[src/rtl/core/nearest_palette_color_mapper_top_macros.svh]
// Assertion macros shared by the mapper RTL.
`ifndef NEAREST_PALETTE_COLOR_MAPPER_TOP_MACROS_SVH
`define NEAREST_PALETTE_COLOR_MAPPER_TOP_MACROS_SVH

`ifndef SYNTHESIS
`define NPCM_ASSERT(lbl, prop, msg) \
  lbl: assert property (@(posedge clk_i) disable iff (!rst_ni) prop) \
    else $error(msg);
`define NPCM_NEVER(lbl, cond, msg) \
  `NPCM_ASSERT(lbl, !(cond), msg)
`else
`define NPCM_ASSERT(lbl, prop, msg)
`define NPCM_NEVER(lbl, cond, msg)
`endif

`endif

[src/rtl/core/npcm_pkg.sv]
package npcm_pkg;

  localparam int unsigned ColorW   = 8;
  localparam int unsigned IndexW   = 8;
  localparam int unsigned DistW    = 18;
  localparam int unsigned PsizeW   = 9;
  localparam int unsigned PaddrW   = 3;
  localparam int unsigned ApbDataW = 32;

  localparam logic [PsizeW-1:0] PsizeReset = 9'd256;

  typedef enum logic {
    OP_WRITE = 1'b0,
    OP_MAP   = 1'b1
  } op_e;

  typedef struct packed {
    op_e               op;
    logic [IndexW-1:0] entry_index;
    logic [ColorW-1:0] red;
    logic [ColorW-1:0] green;
    logic [ColorW-1:0] blue;
  } item_t;

endpackage

[src/rtl/core/npcm_fifo.sv]
`include "nearest_palette_color_mapper_top_macros.svh"

module npcm_fifo #(
  parameter int unsigned DEPTH = 4
) (
  input  logic            clk_i,
  input  logic            rst_ni,
  input  logic            push_i,
  input  npcm_pkg::item_t item_i,
  output logic            full_o,
  input  logic            pop_i,
  output logic            empty_o,
  output npcm_pkg::item_t item_o
);
  import npcm_pkg::*;

  localparam int unsigned PtrW = $clog2(DEPTH);
  localparam int unsigned CntW = $clog2(DEPTH + 1);

  item_t           mem_q [DEPTH];
  logic [PtrW-1:0] wr_ptr_q, wr_ptr_d;
  logic [PtrW-1:0] rd_ptr_q, rd_ptr_d;
  logic [CntW-1:0] count_q, count_d;

  assign full_o  = (count_q == CntW'(DEPTH));
  assign empty_o = (count_q == '0);
  assign item_o  = mem_q[rd_ptr_q];

  always_comb begin
    wr_ptr_d = wr_ptr_q;
    rd_ptr_d = rd_ptr_q;
    count_d  = count_q;
    if (push_i) begin
      wr_ptr_d = (wr_ptr_q == PtrW'(DEPTH - 1)) ? '0 : wr_ptr_q + PtrW'(1);
    end
    if (pop_i) begin
      rd_ptr_d = (rd_ptr_q == PtrW'(DEPTH - 1)) ? '0 : rd_ptr_q + PtrW'(1);
    end
    if (push_i && !pop_i) begin
      count_d = count_q + CntW'(1);
    end else if (pop_i && !push_i) begin
      count_d = count_q - CntW'(1);
    end
  end

  always_ff @(posedge clk_i or negedge rst_ni) begin
    if (!rst_ni) begin
      wr_ptr_q <= '0;
      rd_ptr_q <= '0;
      count_q  <= '0;
    end else begin
      wr_ptr_q <= wr_ptr_d;
      rd_ptr_q <= rd_ptr_d;
      count_q  <= count_d;
    end
  end

  always_ff @(posedge clk_i) begin
    if (push_i) begin
      mem_q[wr_ptr_q] <= item_i;
    end
  end

  `NPCM_NEVER(a_no_push_full, push_i && full_o, "push into full queue")
  `NPCM_NEVER(a_no_pop_empty, pop_i && empty_o, "pop from empty queue")
  `NPCM_NEVER(a_count_bound, count_q > CntW'(DEPTH), "queue count past depth")

endmodule

[config.mk]
export PLATFORM = sky130hd
export DESIGN_NAME = npcm_fifo
export DESIGN_NICKNAME = d
export VERILOG_FILES = /design/src/rtl/core/npcm_pkg.sv /design/src/rtl/core/npcm_fifo.sv
export VERILOG_INCLUDE_DIRS = /design/src /design/src/rtl/core
export SDC_FILE = /design/constraint.sdc
export NUM_CORES = 1
export LEC_CHECK = 0
export ABC_AREA = 1
export BUFFER_PORTS_ARGS = -buffer_cell sky130_fd_sc_hd__clkbuf_2
export CAP_MARGIN = 10
export CORE_MARGIN = 4
export CORE_UTILIZATION = 33
export CTS_BUF_LIST = sky130_fd_sc_hd__clkbuf_8
export DETAILED_ROUTE_END_ITERATION = 7
export SLEW_MARGIN = 20
export SYNTH_ARGS = -nofsm -noshare
export SYNTH_HDL_FRONTEND = slang
export SYNTH_SLANG_ARGS = --single-unit
export TNS_END_PERCENT = 1
[constraint.sdc]
create_clock -name clk_i -period 1.7 [get_ports clk_i]
set_input_delay 0.255 -clock clk_i [delete_from_list [all_inputs] [get_ports clk_i]]
set_output_delay 0.255 -clock clk_i [all_outputs]
set_load 0.1 [all_outputs]
==> metrics <==
Worst R2R Setup Slack=0.33 ns; H-Tree Level Count=4; post-synthesis sequential area ratio=73.1%; R2R Path End=mem_q[0][17]$_DFFE_PP_; CP required=1.44 ns; Synth area leaders=edfxtp_1 (70%), o211ai_1 (8.8%), nand2_1 (7.6%); Global Route Usage Sum=12.9%; Avg Synthesized Cell Area=13.0 um2; Final Hold Vio Count=0; initial antenna violation count=1; Mapped Cells=437; largest net degree at the start of global routing=34; Setup Slack @ Placement=0.161 ns; min cycle time layout=1.92 ns; clock skew=0.00692 ns; Hold Crit Start=item_i[21]; met3 wire len=665 um; register bit total from synthesis=139; Initial Utilization=33.9%; relative slew slack=83.1%; Layout area overhead=31.8%; Residual DRC=0; R2R Path Start=wr_ptr_q[0]$_DFFE_PN0P_; Syn Nets=481; Final Cycle Share=113%; Max Fclk=0.522 GHz; distinct cell type count after synthesis=19; WL final=11.8 mm; HPWL Detailed=7.44 mm; worst-case reg-to-reg path depth=5; setup TNS=-6.02 ns; routed wl met2=6.13 mm; Ports=72; failing checks=setup timing; clock root buffer=clkbuf_8; vias per cell=4.53; CTS tree=built; fraction of layout cells with a size suffix above 1=23.2%; mapped cell area=5660 um2; CTS Sinks=139; met1 WL=4.80 mm; Setup crit start kind=flop; Clock Latency Late Sink=0.44 ns; outcome=finished with violations; hold path depth=1; IO Port Bufs=71; Clock Path Buffers=2; global-route wire length before repair=19.3 mm; CORE AREA=16700 um2; Pre-antenna DRT Iters=4; Die Span X=139 um; Final Max Slew Viols=0; Yosys warnings=0; Synth top area share=70.0%; Reg clk slew, reported paths=0.08 ns; DR vias=3498; area leader, netlist=edfxtp_1; Worst setup EP type=output port; Worst EP arrival=1.66 ns; max layer used=met5; hold slack=0.0352 ns; gr ovfl total=0; Final nets=583; vias in the first global route=3645; WS Path Type=reg -> out; Hold Path Class=in -> reg; Hold Path End=mem_q[3][21]$_DFFE_PP_; Final setup viols=33; antenna viol nets, final=0; Worst Path Max Fanout=22; diodes inserted=0; Initial DRC Count=152; Die ar.=19300 um2; Setup WS post-layout=-0.216 ns; row count=47; CTS Buf Count=17; max-cap viol count=0; die height=139 um; GPL Wtd Cong=0.659; fill cell count=1524; Slew @ Worst Pin=0.253 ns; wire per inst=15.3 um; RSZ-0062 raised after global routing=true
worst max path at each step:
stage	endpoint	depth (start not counted)	start
2_1_floorplan	empty_o	1	count_q[0]$_DFFE_PN0P_
3_5_place_dp	item_o[25]	5	rd_ptr_q[1]$_DFFE_PN0P_
4_1_cts	item_o[31]	6	rd_ptr_q[0]$_DFFE_PN0P_
3_3_place_gp	item_o[25]	5	rd_ptr_q[1]$_DFFE_PN0P_
6_report	item_o[21]	5	rd_ptr_q[0]$_DFFE_PN0P_
5_1_grt	item_o[19]	5	rd_ptr_q[0]$_DFFE_PN0P_
area by class of cell:
type,instances,area (um2),share of cell area [%]
Clock buffer,17,234,3.14
Multi-Input combinational cell,198,1090,14.6
Clock inverter,15,159,2.13
Tap cell,220,275,3.69
Sequential cell,139,4140,55.5
Inverter,79,304,4.08
Timing Repair Buffer,104,1260,16.9
flip-flops by register name (all words and copies together), names as in the netlist:
name / flops
rd_ptr_q: 2
count_q: 3
mem_q: 132
wr_ptr_q: 2
placed cells by master (no fill, tap or decap):
| cell | count |
|---|---|
| clkinvlp_4 | 3 |
| inv_2 | 4 |
| inv_4 | 1 |
| buf_6 | 3 |
| clkinv_4 | 2 |
| clkinv_2 | 2 |
| nand2_1 | 113 |
| xnor2_1 | 1 |
| nand2_2 | 2 |
| nor2_1 | 1 |
| buf_4 | 9 |
| dfrtp_2 | 1 |
| o21ai_0 | 2 |
| dfrtp_1 | 6 |
| fa_1 | 1 |
| nand4_1 | 1 |
| buf_12 | 41 |
| bufinv_16 | 3 |
| edfxtp_1 | 132 |
| buf_8 | 1 |
| ha_1 | 6 |
| clkinv_1 | 2 |
| inv_6 | 1 |
| dlygate4sd3_1 | 14 |
| clkbuf_8 | 17 |
| clkbuf_2 | 36 |
| o21ai_1 | 2 |
| o211ai_1 | 66 |
| nor3_2 | 2 |
| nand3_1 | 1 |
| inv_1 | 76 |
critical path, cell delays in order, from the launching register on:
cell,delay [ns]
dfrtp_1,0.40
clkinv_4,0.12
buf_8,0.18
o211ai_1,0.18
nand2_1,0.14
buf_12,0.20
metrics by stage:
stage / instance area (um2) / std cells / util [%]
3_3_place_gp: 6880 / 724 / 41.2
2_1_floorplan: 5670 / 437 / -
4_1_cts: 7490 / 773 / 44.8
6_report: 7460 / 772 / 44.7
5_1_grt: 7460 / 772 / 44.7
3_5_place_dp: 6880 / 724 / 41.2
cell usage after synthesis, drive strengths merged:
cell type and n:
edfxtp 132, nand2 115, inv 79, o211ai 66, buf 20, dfrtp 7
ha 6, o21ai 4, nor3 2, clkbuf 1, fa 1, nand3 1
nand4 1, nor2 1, xnor2 1
metal layers:
layer | global-route usage, % | vias up
met5 | 0 | -
met4 | 4.12 | 2
met3 | 4.86 | 16
met2 | 22.6 | 76
met1 | 14.7 | 1686
li1 | - | 1718
cells by family after synthesis:
logic type	Yosys count	synth area share [%]
flip-flops	139	73.1
AND/OR/NAND/NOR	120	8.07
buffers and inverters	100	7.89
AO/OA/AOI/OAI	70	9.11
adder cells (fa/ha/maj)	7	1.68
XOR/XNOR	1	0.155
repair_timing:
action / in CTS / in global routing
setup buffers: 2 / 2
endpoints found under the hold margin: 55 / 0
hold buffers: 14 / 0
cloned: 1 / 0
resized for setup: 5 / 6
setup endpoints to repair: 34 / 35
pin swaps: 6 / 16
Power is not shown: default switching activity piles up to over one toggle a cycle in this logic, so the estimate is an artifact.
