==> src/rtl/core/nearest_palette_color_mapper_top_macros.svh <==
// Assertion macros shared by the mapper RTL.
`ifndef NEAREST_PALETTE_COLOR_MAPPER_TOP_MACROS_SVH
`define NEAREST_PALETTE_COLOR_MAPPER_TOP_MACROS_SVH

`ifndef SYNTHESIS
`define NPCM_ASSERT(lbl, prop, msg) \
  lbl: assert property (@(posedge clk_i) disable iff (!rst_ni) prop) \
    else $error(msg);
`define NPCM_NEVER(lbl, cond, msg) \
  `NPCM_ASSERT(lbl, !(cond), msg)
`else
`define NPCM_ASSERT(lbl, prop, msg)
`define NPCM_NEVER(lbl, cond, msg)
`endif

`endif

==> src/rtl/core/npcm_pkg.sv <==
package npcm_pkg;

  localparam int unsigned ColorW   = 8;
  localparam int unsigned IndexW   = 8;
  localparam int unsigned DistW    = 18;
  localparam int unsigned PsizeW   = 9;
  localparam int unsigned PaddrW   = 3;
  localparam int unsigned ApbDataW = 32;

  localparam logic [PsizeW-1:0] PsizeReset = 9'd256;

  typedef enum logic {
    OP_WRITE = 1'b0,
    OP_MAP   = 1'b1
  } op_e;

  typedef struct packed {
    op_e               op;
    logic [IndexW-1:0] entry_index;
    logic [ColorW-1:0] red;
    logic [ColorW-1:0] green;
    logic [ColorW-1:0] blue;
  } item_t;

endpackage

==> src/rtl/core/npcm_front.sv <==
module npcm_front #(
  parameter int unsigned PALETTE_DEPTH = 256
) (
  input  logic                                 clk_i,
  input  logic                                 rst_ni,
  input  logic                                 s_axis_tvalid,
  output logic                                 s_axis_tready,
  // entry_index [7:0], red [15:8], green [23:16], blue [31:24]
  input  logic [31:0]                          s_axis_tdata,
  // op [0]
  input  logic                                 s_axis_tuser,
  input  logic                                 psel,
  input  logic                                 penable,
  input  logic                                 pwrite,
  input  logic [npcm_pkg::PaddrW-1:0]          paddr,
  input  logic [npcm_pkg::ApbDataW-1:0]        pwdata,
  output logic [npcm_pkg::ApbDataW-1:0]        prdata,
  output logic                                 pready,
  output logic                                 push_o,
  output npcm_pkg::item_t                      item_o,
  input  logic                                 full_i,
  output logic [$clog2(PALETTE_DEPTH)-1:0]     last_idx_o
);
  import npcm_pkg::*;

  localparam int unsigned AddrW = $clog2(PALETTE_DEPTH);

  logic [PsizeW-1:0] palette_size_q, palette_size_d;
  logic              cfg_wr;
  logic              sel_size;
  logic              accept;
  logic              in_range;

  assign pready   = 1'b1;
  assign sel_size = (paddr[2] == 1'b0);
  assign cfg_wr   = psel && penable && pwrite && pready && sel_size;

  always_comb begin
    palette_size_d = palette_size_q;
    if (cfg_wr) begin
      palette_size_d = pwdata[PsizeW-1:0];
    end
  end

  always_ff @(posedge clk_i or negedge rst_ni) begin
    if (!rst_ni) begin
      palette_size_q <= PsizeReset;
    end else begin
      palette_size_q <= palette_size_d;
    end
  end

  assign prdata = sel_size ? ApbDataW'(palette_size_q) : '0;

  // Clamp the search length to 1..PALETTE_DEPTH and hand over the last index.
  always_comb begin
    if (palette_size_q == '0) begin
      last_idx_o = '0;
    end else if (palette_size_q >= PsizeW'(PALETTE_DEPTH)) begin
      last_idx_o = AddrW'(PALETTE_DEPTH - 1);
    end else begin
      last_idx_o = AddrW'(palette_size_q - PsizeW'(1));
    end
  end

  assign item_o.op          = op_e'(s_axis_tuser);
  assign item_o.entry_index = s_axis_tdata[7:0];
  assign item_o.red         = s_axis_tdata[15:8];
  assign item_o.green       = s_axis_tdata[23:16];
  assign item_o.blue        = s_axis_tdata[31:24];

  assign s_axis_tready = !full_i;
  assign accept        = s_axis_tvalid && s_axis_tready;
  assign in_range      = ({1'b0, item_o.entry_index} < PsizeW'(PALETTE_DEPTH));

  // Drop writes aimed past the end of the palette.
  assign push_o = accept && ((item_o.op == OP_MAP) || in_range);

endmodule

==> config.mk <==
export PLATFORM = sky130hd
export DESIGN_NAME = npcm_front
export DESIGN_NICKNAME = d
export VERILOG_FILES = /design/src/rtl/core/nearest_palette_color_mapper_top_macros.svh /design/src/rtl/core/npcm_pkg.sv /design/src/rtl/core/npcm_front.sv
export SDC_FILE = /design/constraint.sdc
export NUM_CORES = 1
export LEC_CHECK = 0
export CAP_MARGIN = 25
export CORE_AREA = 2 2 58 60
export CTS_CLUSTER_DIAMETER = 200
export DETAILED_ROUTE_END_ITERATION = 10
export DIE_AREA = 0 0 60 62
export DONT_BUFFER_PORTS = 1
export PLACE_DENSITY = 0.6
export SETUP_SLACK_MARGIN = 0.4
export SKIP_LAST_GASP = 1
export SLEW_MARGIN = 20
export SYNTH_ARGS = -nofsm -noshare
export SYNTH_HDL_FRONTEND = slang
export SYNTH_SLANG_ARGS = --single-unit
==> constraint.sdc <==
create_clock -name clk_i -period 2.1 [get_ports clk_i]
set_clock_uncertainty 0.1 [all_clocks]
set_input_delay 0.42 -clock clk_i [delete_from_list [all_inputs] [get_ports clk_i]]
set_output_delay 0.42 -clock clk_i [all_outputs]
set_load 0.03 [all_outputs]
==> impl_metrics.csv <==
group,metric,value,unit
critical_path,critPathArrivalTime,1.99,ns
synth,synth.top_cells.by_count,"57 x buf_4, 9 x mux2_2, 8 x dfrtp_1, 7 x nor2b_1, 5 x o21ai_0",
global_routing,grt_use_total,11.06,%
synth,yosysWarnings,0,
die,die_x,60,um
timing,worst_pin_slew,0.5674,ns
power,comb_power_share,66.2,%
synth,synthAdderAreaFrac,1.205,%
timing,finalCriticalPeriod,2.511,ns
critical_path,critPathLaunchType,"register",
power,leakagePower,0.4925,nW
cells_and_area,reg_top3,"palette_size_q x9",
synth,synth_area_per_cell,8.654,um^2
die,core,3179,um^2
cts,clock_path_buffers,2,
synth,synth_compound_area_share,5.663,%
synth,synth_top_area_share,41.20,%
synth,yosysMostFrequentCell,"buf_4",
cells_and_area,final_cells,158,
synth,yosys.area_share.simple,15.06,%
global_routing,grt_pass1_wl,2.987,mm
cells_and_area,n_antenna_cell,0,
hold_path,min_path_type,"primary input to register",
cells_and_area,drive_gt1_share,54.46,%
detailed_routing,wl_per_cell,15.09,um
detailed_routing,drt_pass1_iterations,2,
power,clockPowerShare,11.8,%
cts,clk_latency,0.26,ns
synth,synth_seq_cells,9,
timing,rsz0062_at_grt,"yes",
timing,hold_viol,0,
detailed_routing,routed_wl,2.385,mm
power,max-vdd-ir-drop,0.5305,mV
critical_path,critPathKind,"register to primary output",
synth,synthMuxAreaShare,9.759,%
timing,maxSlewViolCount,0,
power,p_int,0.5812,mW
cts,cts.sinks,9,
timing,setup_viol,8,
critical_path,r2r_slack,0.96,ns
die,start_util,32.66,%
global_routing,grt_pass1_vias,618,
critical_path,endpoint_kind,"primary output",
synth,synth_area,1038,um^2
synth,seq_area_frac_synth,21.81,%
synth,syn_inst,120,
cts,tritoncts,"yes",
power,seqPwrFrac,22.0,%
cts,numCtsBuffers,3,
synth,synth_top_family_by_area,"buffers and inverters",
critical_path,worst_ep_required_time,1.58,ns
synth,synth_area_leaders,"buf_4 41%, dfrtp_1 19%, mux2_2 9.8%",
detailed_routing,antenna_left,0,
synth,synth_top_flop_cell,"dfrtp_1",
die,die_height,62,um
power,switching_share,47.51,%
global_routing,grt_start_max_net_pins,11,
run_status,status,"complete, but fails checks",
synth,synthXorXnorAreaFrac,1.687,%
synth,synth_cell_types,25,
timing,whs,0.2051,ns
flow_run,max-cap-violations,0,
cells_and_area,top_register,"palette_size_q",
detailed_routing,route.vias.total,687,
die,rows,21,
synth,yosys.area.top_type,"buf_4",
cells_and_area,regArea,226.5,um^2
place,portBuffers,0,
synth,synthArstFlopShare,100.0,%
timing,fin_crit_sh,119.6,%
critical_path,crit_fanout,3,
cells_and_area,multi_input_area,591.8,um^2
cells_and_area,syn_to_final_growth,8.915,%
timing,setup_slack,-0.4107,ns
cells_and_area,fin_nets,189,
timing,max_slew_margin,62.09,%
timing,fmax,398.3,MHz
cells_and_area,nFillCells,310,
cells_and_area,fin_util,35.58,%
detailed_routing,drc_errors,0,
cells_and_area,largest_reg_flops,9,
place,placedCellCount,149,
cts,h-tree-depth,1,
cts,root_buffer,"clkbuf_4",
global_routing,antenna_found_initial,0,
run_status,violations,"negative setup slack",
die,dieArea,3720,um^2
synth,synth-edff-count,0,
global_routing,grt.overflow.total,0,
detailed_routing,routed_via_density,4.348,
detailed_routing,drt_iter0_markers,1,
power,totalPowerFinal,1.107,mW
die,io_pins,151,
power,powerDensity,978.9,nW/um^2
power,p_sw,0.5260,mW
cts,clk_pin_slew,0.06,ns
place,dp_hpwl,2.115,mm
place,gp_congestion,0.7852,
place,pre_cts_slack,-0.2286,ns
==> what timing repair did <==
item	in CTS	in global routing
gates resized for setup	17	4
setup endpoints to repair	12	9
hold buffers	1	0
setup buffers	2	2
endpoints found under the hold margin	9	0
pin swaps	4	5
==> cell usage in the layout (no fill, tap or decap), drive strengths merged <==
cell type and n:
ha 1, inv 4, nor3 3, and3 1, xnor2 2, nand3 2
or4 1, dlygate4sd3 1, nor2b 7, buf 24, o41ai 1, mux2 9
dfstp 1, nand4b 1, dfrtp 8, o21ai 5, a21oi 2, conb 24
o31ai 2, or3b 1, clkbuf 4, nor2 4, and2b 1, or4b 3
==> critical path, stage by stage, from the launching register on <==
cell and delay (ns):
dfrtp_1 0.38, inv_2 0.08, ha_4 0.14, or4b_4 0.47, or4b_4 0.51, nand3_4 0.15
==> worst paths after layout <==
kind,from,to,depth (start not counted)
max,palette_size_q[0]$_DFFE_PN0P_,last_idx_o[6],5
min,pwdata[6],palette_size_q[6]$_DFFE_PN0P_,1
max reg2reg,palette_size_q[0]$_DFFE_PN0P_,palette_size_q[0]$_DFFE_PN0P_,3
min reg2reg,palette_size_q[7]$_DFFE_PN0P_,palette_size_q[7]$_DFFE_PN0P_,1
max in group asynchronous,rst_ni,palette_size_q[8]$_DFFE_PN1P_,1
min in group asynchronous,rst_ni,palette_size_q[7]$_DFFE_PN0P_,1
==> per-stage QoR <==
step | area [um^2] | TNS [ns]
2_1_floorplan | 1200 | -0.3590
3_5_place_dp | 977.2 | -0.7631
3_3_place_gp | 977.2 | -0.5806
4_1_cts | 1099 | -2.506
5_1_grt | 1131 | -2.757
6_report | 1131 | -2.368
==> logic make-up (layout without fill, tap and decap cells) <==
family | after synthesis | count (layout)
compound gates | 10 | 10
fa+ha+maj | 1 | 1
simple gates | 24 | 24
buf+inv | 63 | 33
mux | 9 | 9
other cells | 2 | 24
xor+xnor | 2 | 2
flops | 9 | 9
==> power groups by stage <==
stage	registers, mW	clock network [mW]	logic [mW]
finish	0.244	0.130	0.733
global route	0.248	0.148	0.772
CTS	0.243	0.136	0.709
detailed placement	0.245	0	0.627
global placement	0.242	0	0.618
floorplan	0.255	0	0.608
==> final cells by class <==
class	instances	share of cell area [%]
clock buffer	4	2.323
tap	46	5.089
timing repair buffer	25	18.92
multi-input combinational	70	52.32
sequential	9	20.02
inverter	4	1.327
==> layer usage <==
| layer | track usage (%) | vias up | routed length (um) |
|---|---|---|---|
| met5 | 0 | - | 0 |
| met4 | 5.079 | 0 | 26 |
| met3 | 4.762 | 4 | 315 |
| li1 | - | 299 | - |
| met1 | 8.449 | 306 | 615 |
| met2 | 23.14 | 78 | 1428 |
Note: power is estimated with default switching activity, not from simulation.
